File: config.mk
export PLATFORM = sky130hd
export DESIGN_NAME = value_list_table_engine_flat
export DESIGN_NICKNAME = d
export VERILOG_FILES = /design/src/rtl/core/vlte_pkg.sv /design/src/rtl/core/vlte_req_if.sv /design/src/rtl/core/vlte_rsp_if.sv /design/src/rtl/core/vlte_datapath.sv /design/src/rtl/core/vlte_ctrl.sv /design/src/rtl/core/value_list_table_engine.sv /design/src/flat_wrapper.sv
export VERILOG_INCLUDE_DIRS = /design/src /design/src/rtl/core
export SDC_FILE = /design/constraint.sdc
export NUM_CORES = 2
export LEC_CHECK = 0
export BUFFER_PORTS_ARGS = -buffer_cell sky130_fd_sc_hd__buf_4
export CAP_MARGIN = 20
export CORE_MARGIN = 2
export CORE_UTILIZATION = 30
export CTS_BUF_LIST = sky130_fd_sc_hd__clkbuf_2 sky130_fd_sc_hd__clkbuf_4 sky130_fd_sc_hd__clkbuf_8
export DETAILED_ROUTE_END_ITERATION = 12
export PLACE_DENSITY = 0.48
export SLEW_MARGIN = 20
export SYNTH_ARGS = -nofsm -noshare
export SYNTH_HDL_FRONTEND = slang
export SYNTH_SLANG_ARGS = --single-unit
File: constraint.sdc
create_clock -name clk -period 9.75 [get_ports clk]
set_clock_uncertainty 0.05 [all_clocks]
set_input_delay 1.95 -clock clk [delete_from_list [all_inputs] [get_ports clk]]
set_output_delay 1.95 -clock clk [all_outputs]
set_load 0.01 [all_outputs]
File: src/rtl/core/value_list_table_engine_assert.svh
// assertion macros for the value list table engine, sampled on clk, off in reset
`ifndef VALUE_LIST_TABLE_ENGINE_ASSERT_SVH
`define VALUE_LIST_TABLE_ENGINE_ASSERT_SVH

// same-cycle implication
`define VLTE_ASSERT_IMP(label, ante, cons) \
    label: assert property (@(posedge clk) disable iff (!rst_n) (ante) |-> (cons)) \
        else $error("vlte: same-cycle check failed");

// next-cycle implication
`define VLTE_ASSERT_NEXT(label, ante, cons) \
    label: assert property (@(posedge clk) disable iff (!rst_n) (ante) |=> (cons)) \
        else $error("vlte: next-cycle check failed");

`endif

File: src/rtl/core/vlte_pkg.sv
// shared types and constants of the value list table engine
package vlte_pkg;

    typedef enum logic [1:0] {
        MODE_APPEND  = 2'd0,
        MODE_MARK    = 2'd1,
        MODE_COMPACT = 2'd2,
        MODE_SEARCH  = 2'd3
    } mode_t;

    typedef enum logic [1:0] {
        ST_OK        = 2'd0,
        ST_FULL      = 2'd1,
        ST_NOT_FOUND = 2'd2,
        ST_ZERO      = 2'd3
    } status_t;

    typedef enum logic [1:0] {
        S_IDLE,
        S_SCAN,
        S_FINISH
    } state_t;

    // controller to datapath
    typedef struct packed {
        logic start;
        logic scan;
        logic load;
    } cmd_t;

    // datapath to controller
    typedef struct packed {
        logic scan_done;
    } sts_t;

    localparam logic [31:0]       TOMBSTONE = 32'hFFFF_FFFF;
    localparam logic signed [7:0] POS_NONE  = 8'shFF;

endpackage

File: src/rtl/core/vlte_req_if.sv
// request channel: mode and value word with valid/ready
interface vlte_req_if;
    logic               valid;
    logic               ready;
    vlte_pkg::mode_t    mode;
    logic signed [31:0] value;

    modport source (output valid, output mode, output value, input ready);
    modport sink   (input valid, input mode, input value, output ready);
endinterface

File: src/rtl/core/vlte_rsp_if.sv
// response channel: status, position and occupancy word with valid/ready
interface vlte_rsp_if;
    logic              valid;
    logic              ready;
    vlte_pkg::status_t status;
    logic signed [7:0] position;
    logic [7:0]        occupancy;

    modport source (output valid, output status, output position, output occupancy,
                    input ready);
    modport sink   (input valid, input status, input position, input occupancy,
                    output ready);
endinterface

File: src/rtl/core/vlte_datapath.sv
// entry memory, scan counters, compare and result registers
module vlte_datapath #(
    parameter int unsigned CAPACITY = 128,
    localparam int unsigned IDX_W   = (CAPACITY > 1) ? $clog2(CAPACITY) : 1,
    localparam int unsigned CNT_W   = $clog2(CAPACITY + 1)
) (
    input  logic               clk,
    input  logic               rst_n,
    input  vlte_pkg::cmd_t     cmd,
    output vlte_pkg::sts_t     sts,
    input  vlte_pkg::mode_t    req_mode,
    input  logic signed [31:0] req_value,
    output vlte_pkg::status_t  rsp_status,
    output logic signed [7:0]  rsp_position,
    output logic [7:0]         rsp_occupancy
);
    import vlte_pkg::*;

    logic [31:0]       mem [CAPACITY];

    mode_t             mode_reg;
    logic [31:0]       value_reg;
    status_t           app_status_reg, app_status_next;
    logic [CNT_W-1:0]  count_reg, count_next;
    logic [CNT_W-1:0]  idx_reg, idx_next;
    logic [CNT_W-1:0]  w_reg, w_next;
    logic              pipe_vld_reg;
    logic [IDX_W-1:0]  pipe_idx_reg;
    logic [31:0]       rd_data_reg;
    logic              hit_reg, hit_next;
    logic [IDX_W-1:0]  first_reg, first_next;
    status_t           status_reg, status_next;
    logic signed [7:0] position_reg, position_next;
    logic [7:0]        occupancy_reg, occupancy_next;

    logic              rd_en;
    logic              match;
    logic              full;
    logic              wr_en;
    logic [IDX_W-1:0]  wr_addr;
    logic [31:0]       wr_data;
    logic [CNT_W-1:0]  occ_val;
    logic [IDX_W+7:0]  first_ext;
    logic [CNT_W+7:0]  occ_ext;

    // read one stored entry per scan cycle
    assign rd_en = cmd.scan && (idx_reg < count_reg);
    assign match = pipe_vld_reg && (rd_data_reg == value_reg);
    assign full  = (count_reg == CNT_W'(CAPACITY));
    assign sts.scan_done = cmd.scan && !rd_en && !pipe_vld_reg;

    // single write port: append, tombstone or compaction move
    always_comb
    begin
        wr_en   = 1'b0;
        wr_addr = count_reg[IDX_W-1:0];
        wr_data = req_value;
        if (cmd.start)
        begin
            wr_en = (req_mode == MODE_APPEND) && (req_value != 32'sd0) && !full;
        end
        else if (pipe_vld_reg)
        begin
            if (mode_reg == MODE_MARK && match)
            begin
                wr_en   = 1'b1;
                wr_addr = pipe_idx_reg;
                wr_data = TOMBSTONE;
            end
            else if (mode_reg == MODE_COMPACT && !match)
            begin
                wr_en   = 1'b1;
                wr_addr = w_reg[IDX_W-1:0];
                wr_data = rd_data_reg;
            end
        end
    end

    // scan bookkeeping and count update
    always_comb
    begin
        idx_next        = idx_reg;
        w_next          = w_reg;
        hit_next        = hit_reg;
        first_next      = first_reg;
        count_next      = count_reg;
        app_status_next = app_status_reg;
        occ_val         = (mode_reg == MODE_COMPACT) ? w_reg : count_reg;
        if (cmd.start)
        begin
            idx_next = '0;
            w_next   = '0;
            hit_next = 1'b0;
            if (req_value == 32'sd0)
            begin
                app_status_next = ST_ZERO;
            end
            else if (full)
            begin
                app_status_next = ST_FULL;
            end
            else
            begin
                app_status_next = ST_OK;
            end
            if (req_mode == MODE_APPEND && req_value != 32'sd0 && !full)
            begin
                count_next = count_reg + CNT_W'(1);
            end
        end
        else
        begin
            if (rd_en)
            begin
                idx_next = idx_reg + CNT_W'(1);
            end
            if (pipe_vld_reg && match)
            begin
                hit_next = 1'b1;
                if (!hit_reg)
                begin
                    first_next = pipe_idx_reg;
                end
            end
            if (pipe_vld_reg && mode_reg == MODE_COMPACT && !match)
            begin
                w_next = w_reg + CNT_W'(1);
            end
            if (cmd.load)
            begin
                count_next = occ_val;
            end
        end
    end

    // result word, low 8 bits of index and count
    assign first_ext = {8'b0, first_reg};
    assign occ_ext   = {8'b0, occ_val};

    always_comb
    begin
        status_next    = status_reg;
        position_next  = position_reg;
        occupancy_next = occupancy_reg;
        if (cmd.load)
        begin
            occupancy_next = occ_ext[7:0];
            if (mode_reg == MODE_APPEND)
            begin
                status_next = app_status_reg;
            end
            else
            begin
                status_next = hit_reg ? ST_OK : ST_NOT_FOUND;
            end
            if (mode_reg == MODE_SEARCH && hit_reg)
            begin
                position_next = first_ext[7:0];
            end
            else
            begin
                position_next = POS_NONE;
            end
        end
    end

    // control registers
    always_ff @(posedge clk or negedge rst_n)
    begin
        if (!rst_n)
        begin
            count_reg    <= '0;
            idx_reg      <= '0;
            w_reg        <= '0;
            hit_reg      <= 1'b0;
            pipe_vld_reg <= 1'b0;
        end
        else
        begin
            count_reg    <= count_next;
            idx_reg      <= idx_next;
            w_reg        <= w_next;
            hit_reg      <= hit_next;
            pipe_vld_reg <= rd_en;
        end
    end

    // payload registers
    always_ff @(posedge clk)
    begin
        if (cmd.start)
        begin
            mode_reg  <= req_mode;
            value_reg <= req_value;
        end
        if (rd_en)
        begin
            pipe_idx_reg <= idx_reg[IDX_W-1:0];
        end
        app_status_reg <= app_status_next;
        first_reg      <= first_next;
        status_reg     <= status_next;
        position_reg   <= position_next;
        occupancy_reg  <= occupancy_next;
    end

    // entry memory, one write and one registered read
    always_ff @(posedge clk)
    begin
        if (wr_en)
        begin
            mem[wr_addr] <= wr_data;
        end
        if (rd_en)
        begin
            rd_data_reg <= mem[idx_reg[IDX_W-1:0]];
        end
    end

    assign rsp_status    = status_reg;
    assign rsp_position  = position_reg;
    assign rsp_occupancy = occupancy_reg;

endmodule

File: src/rtl/core/vlte_ctrl.sv
// controller: request intake, scan sequencing and response handoff
module vlte_ctrl (
    input  logic           clk,
    input  logic           rst_n,
    input  logic           req_valid,
    input  logic           req_is_append,
    output logic           req_ready,
    output logic           rsp_valid,
    input  logic           rsp_ready,
    output vlte_pkg::cmd_t cmd,
    input  vlte_pkg::sts_t sts
);
    import vlte_pkg::*;

    state_t state_reg, state_next;
    logic   rsp_valid_reg, rsp_valid_next;

    // state register
    always_ff @(posedge clk or negedge rst_n)
    begin
        if (!rst_n)
        begin
            state_reg     <= S_IDLE;
            rsp_valid_reg <= 1'b0;
        end
        else
        begin
            state_reg     <= state_next;
            rsp_valid_reg <= rsp_valid_next;
        end
    end

    // next state and commands
    always_comb
    begin
        state_next = state_reg;
        req_ready  = 1'b0;
        cmd        = '0;
        unique case (state_reg)
            S_IDLE:
            begin
                req_ready = 1'b1;
                if (req_valid)
                begin
                    cmd.start  = 1'b1;
                    state_next = req_is_append ? S_FINISH : S_SCAN;
                end
            end
            S_SCAN:
            begin
                cmd.scan = 1'b1;
                if (sts.scan_done)
                begin
                    state_next = S_FINISH;
                end
            end
            S_FINISH:
            begin
                // hand the word over once the output register is free
                if (!rsp_valid_reg || rsp_ready)
                begin
                    cmd.load   = 1'b1;
                    state_next = S_IDLE;
                end
            end
            default:
            begin
                state_next = S_IDLE;
            end
        endcase
    end

    // output valid flag
    always_comb
    begin
        if (cmd.load)
        begin
            rsp_valid_next = 1'b1;
        end
        else if (rsp_ready)
        begin
            rsp_valid_next = 1'b0;
        end
        else
        begin
            rsp_valid_next = rsp_valid_reg;
        end
    end

    assign rsp_valid = rsp_valid_reg;

endmodule

File: src/rtl/core/value_list_table_engine.sv
// top level of the value list table engine
//
//   channel   dir   word contents                       handshake
//   req       in    mode, value                         valid/ready
//   rsp       out   status, position, occupancy         valid/ready
//
// append goes from accept straight to the result; remove and search first scan the
// stored entries through the single read port of the entry memory, one entry per cycle.
// reset clears the count and control state; entry contents stay unknown.
// a new word is taken while an earlier result still waits in the output register;
// the next result waits until that register is free.
`include "value_list_table_engine_assert.svh"

module value_list_table_engine #(
    parameter int unsigned CAPACITY = 128
) (
    input logic         clk,
    input logic         rst_n,
    vlte_req_if.sink    req,
    vlte_rsp_if.source  rsp
);
    import vlte_pkg::*;

    cmd_t cmd;
    sts_t sts;

    // sequencing
    vlte_ctrl u_ctrl (
        .clk           (clk),
        .rst_n         (rst_n),
        .req_valid     (req.valid),
        .req_is_append (req.mode == MODE_APPEND),
        .req_ready     (req.ready),
        .rsp_valid     (rsp.valid),
        .rsp_ready     (rsp.ready),
        .cmd           (cmd),
        .sts           (sts)
    );

    // storage and compare
    vlte_datapath #(
        .CAPACITY (CAPACITY)
    ) u_datapath (
        .clk           (clk),
        .rst_n         (rst_n),
        .cmd           (cmd),
        .sts           (sts),
        .req_mode      (req.mode),
        .req_value     (req.value),
        .rsp_status    (rsp.status),
        .rsp_position  (rsp.position),
        .rsp_occupancy (rsp.occupancy)
    );

    // checks
    `VLTE_ASSERT_IMP(a_start_on_accept, cmd.start, req.valid && req.ready)
    `VLTE_ASSERT_IMP(a_no_overwrite, cmd.load, !(rsp.valid && !rsp.ready))
    `VLTE_ASSERT_NEXT(a_load_shows_valid, cmd.load, rsp.valid)
    `VLTE_ASSERT_IMP(a_single_cmd, 1'b1, $onehot0({cmd.start, cmd.scan, cmd.load}))

endmodule

File: src/flat_wrapper.sv
// flat-port wrapper written by rule: the top's interface ports become plain ports
module value_list_table_engine_flat import vlte_pkg::*;
#(
    parameter int unsigned CAPACITY = 128
)
  (clk, rst_n, req_valid, req_mode, req_value, req_ready, rsp_valid, rsp_status, rsp_position, rsp_occupancy, rsp_ready);
  vlte_req_if req_i ();
  vlte_rsp_if rsp_i ();
  input logic clk;
  input logic rst_n;
  input wire logic [$bits(req_i.valid)-1:0] req_valid;
  input wire logic [$bits(req_i.mode)-1:0] req_mode;
  input wire logic [$bits(req_i.value)-1:0] req_value;
  output wire logic [$bits(req_i.ready)-1:0] req_ready;
  output wire logic [$bits(rsp_i.valid)-1:0] rsp_valid;
  output wire logic [$bits(rsp_i.status)-1:0] rsp_status;
  output wire logic [$bits(rsp_i.position)-1:0] rsp_position;
  output wire logic [$bits(rsp_i.occupancy)-1:0] rsp_occupancy;
  input wire logic [$bits(rsp_i.ready)-1:0] rsp_ready;
  assign req_i.valid = req_valid;
  assign req_i.mode = req_mode;
  assign req_i.value = req_value;
  assign req_ready = req_i.ready;
  assign rsp_valid = rsp_i.valid;
  assign rsp_status = rsp_i.status;
  assign rsp_position = rsp_i.position;
  assign rsp_occupancy = rsp_i.occupancy;
  assign rsp_i.ready = rsp_ready;
  value_list_table_engine #(.CAPACITY(CAPACITY)) u_core (.clk(clk), .rst_n(rst_n), .req(req_i), .rsp(rsp_i));
endmodule
# == Word-level counts from Yosys, hierarchy flattened ==
# Memories as Yosys holds them, arrays and structs flattened. A register that Yosys moved wholly into a read port is not among the register bits.
# Cells that the tools add are included.
# word_totals
register_bits,97
mem_bits_rw,4096
in_bits,38
out_inout_bits,20
wordCells,106
memories,1
# memory_table
name,depth,word_bits,rd,rd_ports_with_merged_regs,wr,line_no,text
u_core.u_datapath.mem,128,32,1,1,1,vlte_datapath.sv:19,logic [31:0] mem [CAPACITY];
# op_classes
add_sub_neg,3
magnitude_cmp,1
eq_ne,11
mux,41
n_bitwise,2
n_reduce_logical,31
# ops
op,n
32-bit two-way mux,4
8-bit two-way mux,9
32-bit == test,1
32-bit zero test,1
32-bit nonzero test,1
7-bit two-way mux,4
8-bit by 1-bit adder with 8-bit output (second input constant),3
1-bit two-way mux,17
1-bit logical AND,12
2-bit two-way mux,6
2-bit nonzero test,5
8-bit == test (second input constant),1
8-bit < comparator,1
2-bit == test (second input constant),3
2-bit zero test,3
2-bit inequality test (second input constant),3
2-bit one-hot mux with 3 select lines,1
3-bit AND reduction,2
1-bit zero test,5
2-bit by 1-bit == test with 1-bit output (second input constant),2
2-bit by 1-bit inequality test with 1-bit output (second input constant),1
1-bit NOT,2
2-bit AND reduction,1
1-bit logical OR,1

# == Longest topological paths before layout ==
# depth
word_depth,10
mapped_depth,12
mapped_depth_nobuf,9

# == Modules after synthesis ==
# A second synthesis with hierarchy kept.
# unflattened
hier_cells,6468
area_unflattened_um2,161772.7
# modules_own_cells
mod,instances,cells_per_inst,area_each_um2,seq_area_each_um2
vlte_datapath,1,6448,161586.2,126651.5
vlte_ctrl,1,19,182.7,75.1
value_list_table_engine,1,1,3.8,0.0

# == Least setup slack after synthesis ==
# Ideal clock, no wire load.
# synth_path
path_type,input -> register
start,in req_valid
end,mem u_core.u_datapath.mem[0][23] (data pin)
setup_time_ns,0.892
t_arrival_ns,6.783
required_ns,8.808
slack_ns,2.024
cell_stages,7
n_path_buf,1
path_cell_list,or3b_1 nand4b_1 or4_1 nor3_2 clkbuf_1 nor2_1 a21oi_1
# synth_between
elab_chain_cells,3
# synth_rtl
element,line_no,text
"start, declared",flat_wrapper.sv:11,input wire logic [$bits(req_i.valid)-1:0] req_valid;
1-bit two-way mux,vlte_ctrl.sv:43,if (req_valid)
1-bit two-way mux,vlte_ctrl.sv:39,unique case (state_reg)
32-bit two-way mux,vlte_datapath.sv:58,if (cmd.start)
net u_core.u_datapath.wr_data[23],vlte_datapath.sv:41,logic [31:0] wr_data;
"end, declared",vlte_datapath.sv:19,
# The timed path passes the listed nets, and every way through them passes these cells.

# == Final worst setup path ==
# layout_path
start,reg u_core.u_datapath.value_reg[30]
end,"mem u_core.u_datapath.mem[52][18], enable pin"
# layout_between
elab_chain_cells,10
word_cells_on_any_way,15
cone_classes,eq/ne: 1; mux: 10; reduce/logical: 4
# layout_rtl
element,line_no,text
"start, declared",vlte_datapath.sv:22,logic [31:0] value_reg;
"start signal, assigned",vlte_datapath.sv:194,value_reg <= req_value;
32-bit == test (*),vlte_datapath.sv:48,assign match = pipe_vld_reg && (rd_data_reg == value_reg);
1-bit logical AND (*),vlte_datapath.sv:48,
1-bit zero test,vlte_datapath.sv:70,else if (mode_reg == MODE_COMPACT && !match)
1-bit logical AND,vlte_datapath.sv:70,
1-bit two-way mux,vlte_datapath.sv:70,
1-bit two-way mux,vlte_datapath.sv:64,if (mode_reg == MODE_MARK && match)
1-bit two-way mux,vlte_datapath.sv:62,else if (pipe_vld_reg)
1-bit two-way mux,vlte_datapath.sv:58,
1-bit two-way mux,vlte_datapath.sv:210,if (wr_en)
1-bit two-way mux (not written as such),vlte_datapath.sv:212,mem[wr_addr] <= wr_data;
# Mark *: on every way between the ends. The rest lies on a longest branch, timed or not.

==> summary.md <==
| Metric | Value |
|---|---|
| Outcome | completed |
| Min-delay src | u_core.u_datapath.pipe_idx_reg[4]$_DFFE_PP_ |
| Synth cell count leaders | edfxtp_1 (4196), mux4_2 (1344), nor2_1 (207) |
| Largest net degree at the start of global routing | 129 |
| Initial Util | between 30% and 40% |
| Critical Path AT | slightly below 7000 ps |
| CTS H-tree lvls | 6 |
| P_leak | approximately 0.055 uW |
| Drc violations | 0 |
| Synth area leader | edfxtp_1 |
| Initial antenna violation count | about 80 |
| Max_cap viols | 0 |
| Count leader, synth | edfxtp_1 |
| Largest family of logic cells by synthesized area | multiplexers |
| Post-DP HPWL | roughly 280000 um |
| Detailed Route WL | about 470000 um |
| Clock-pin slew on the worst setup and hold paths | 60 ps |
| Share of layout cells above drive strength 1 | 38.5% |
| Die Span X | between 700 and 800 um |
| Core region area | ~0.54 mm2 |
| Synth Area in Compound Gates | less than 1% |
| Routed Antenna Nets | 0 |
| Setup bufs post-CTS | 0 |
| Startpoint types | flop |
| CTS Hold Buffers Added | 0 |
| Tightest Pin Transition | 1220 ps |
| RSZ-0062 raised after global routing | no |
| DR vias | roughly 75000 |
| Nets@finish | 7191 |
| Mapped Area | roughly 0.16 mm2 |
| First-pass GRT wire length | around 640000 um |
| Hold Crit Class | flop to flop |
| Distinct cells, synth | between 50 and 60 |
| Post-Syn Instances | between 6000 and 7000 |
| Num CTS Buffers | between 600 and 700 |
| Synthesized Nets | between 6000 and 7000 |
| Worst Hold Endpoint | u_core.u_datapath.first_reg[4]$_DFFE_PP_ |
| Die area | between 0.5 and 0.6 mm2 |
| Fin. max-slew vios | 0 |
| Maximum clock rate | approximately 0.17 GHz |
| Vias in the first global route | between 70000 and 80000 |
| Finish-stage setup viols | 0 |
| Register area share after synthesis | between 70% and 80% |
| WHS | 471 ps |
| Maximum vdd drop | ~0.18 mV |
| Mux share of post-synthesis cell area | between 10% and 20% |
| Clock root cell | clkbuf_8 |
| IO buf count | 57 |
| Post-Synth Simple-Gate Area | 1.04% |
| TritonRoute pass-1 iters | 5 |
| Synth Warn # | 0 |
| Critical path class | flop to flop |
| Worst Path Max Fanout | 18 |
| Drt initial violations | approximately 9000 |
| Worst EP required | about 11000 ps |
| Overall Power | 47900 uW |
| Synthesized flop and latch total | approximately 4200 |
| FF-to-FF Start | u_core.u_datapath.value_reg[30]$_DFFE_PP_ |
| CTS Sinks | 4225 |
| Share of the synthesized area in the top cell type | a little under 80% |
| Area growth syn-to-layout | 15.9% |
| Hold Path Depth | 0 |
| Gr usage total | around 17% |
| Gp weighted congestion | 0.833 |
| Dpl ws | about 2600 ps |
| Crit end category | flop |
| Flop-to-flop setup slack | roughly 3700 ps |
| Final TNS setup | 0 ps |
| Critical Path Source | u_core.u_datapath.value_reg[30]$_DFFE_PP_ |
| Post-route setup slack | between 3000 and 4000 ps |
| Final Hold Vio Count | 0 |
| Pwr dens | 255 mW/mm2 |
| Synth Area in XOR/XNOR | less than 1% |
| Post-Synth Adder-Cell Area | less than 1% |
| Post-CTS sizing | 0 |
| TritonCTS clock tree | built |
| Period utilisation layout | between 60% and 70% |
| Worst-case clock buffer depth | 4 |
| IO Pins | a little under 60 |
| Grt total ovfl | 0 |
| Die Ht | roughly 740 um |
| Syn_area_per_cell | approximately 25 um2 |
| Top_reg_cell synth | edfxtp_1 |
| Max-slew headroom | around 19% |
| Post-synth ARST share | less than 1% |
| R2r endpoint | u_core.u_datapath.mem[52][18]$_DFFE_PP_ |
| Reg2Reg Depth | 10 |
| Cell row count | roughly 270 |
| Max FFs per register | 4096 |
| Count of flip-flops with a built-in enable after synthesis | between 4000 and 5000 |
| DR WL/cell | 31.3 um |
| Synth area leaders | edfxtp_1 (78%), mux4_2 (19%), nor2_1 (0.48%), dfrtp_1 (0.45%), clkbuf_1 (0.44%) |
| Detail-routed via count per cell | roughly 5.0 |
| Final min period | approximately 6000 ps |
| Skew-Pair Late Insertion Delay | approximately 1300 ps |
[stage by stage]
stage | util (%) | area [um2] | std cells
3_3_place_gp | 32.2 | 173000 | 13600
2_1_floorplan | - | 162000 | 6470
6_report | 34.9 | 187000 | 14900
3_5_place_dp | 32.4 | 174000 | 13600
5_1_grt | 34.9 | 187000 | 14900
4_1_cts | 34.8 | 187000 | 14800
[report_power, final]
| group | internal, uW | switching (uW) | total (uW) |
|---|---|---|---|
| clock | 7750 | 7070 | 14800 |
| combinational | 4450 | 7310 | 11800 |
| sequential | 21000 | 273 | 21300 |
[cell usage in the layout (no fill, tap or decap), types with 9 or more instances in the layout]
cell type and count:
edfxtp_1 4196, a21oi_4 32, nor4_1 19, nor3_2 11
clkinv_1 164, xor2_1 32, mux4_2 1344, diode_2 66
dfrtp_1 22, buf_16 22, buf_12 63, nand2_1 35
clkinvlp_4 16, clkbuf_4 219, ha_1 11, o21ai_0 17
inv_1 10, mux2_2 33, buf_4 242, a21oi_1 15
nor2_1 91, nand3_1 12, inv_6 14, nand4_1 26
nand3_2 9, clkinv_2 65, bufinv_16 14, clkbuf_8 684
nor2_4 116
[kinds of logic (layout without fill, tap and decap cells)]
kind of cell	count (synthesis)	after routing
DFF	4225	4225
and+or+nand+nor	363	363
AOI/OAI and AO/OA	99	99
muxes	1383	1383
xor gates and xnor gates	40	40
adders and majority gates	11	11
buffers and inverters	349	1537
other	0	66
[layer usage]
metal / track usage [%] / up-vias / wire length, um
li1: - / 29700 / -
met1: 23.5 / 41700 / 200000
met2: 26.2 / 2796 / 219000
met3: 2.96 / 673 / 30600
met4: 5.77 / 14 / 16900
met5: 0 / - / 97
[worst max path at each step]
stage | endpoint | slack [ps] | depth (start not counted)
CTS | u_core.u_datapath.mem[52][31]$_DFFE_PP_ | 3730 | 10
floorplan | u_core.u_datapath.mem[0][23]$_DFFE_PP_ | 2020 | 7
global route | u_core.u_datapath.mem[63][15]$_DFFE_PP_ | 3730 | 10
detailed placement | u_core.u_datapath.mem[55][15]$_DFFE_PP_ | 2570 | 12
finish | u_core.u_datapath.mem[52][18]$_DFFE_PP_ | 3730 | 10
global placement | u_core.u_datapath.mem[55][24]$_DFFE_PP_ | 2610 | 12
[cell type report]
type | instances | area, um2
Sequential cell | 4225 | 127000
Clock buffer | 903 | 11100
Inverter | 12 | 45.0
Timing Repair Buffer | 333 | 3750
Clock inverter | 289 | 1840
Antenna cell | 66 | 165
Multi-Input combinational cell | 1896 | 34900
Tap cell | 7181 | 8980
Fill cell | 49300 | 349000
[worst max-delay path, stage by stage, from the launching register on]
cell,delay [ps]
edfxtp_1,380
xor2_1,310
nor4_1,410
nand4_1,480
or4_1,920
a21bo_4,410
o221a_2,340
nand3_2,710
buf_4,570
nor2_4,570
buf_4,440
No activity file was read; power rests on OpenSTA's default activity.
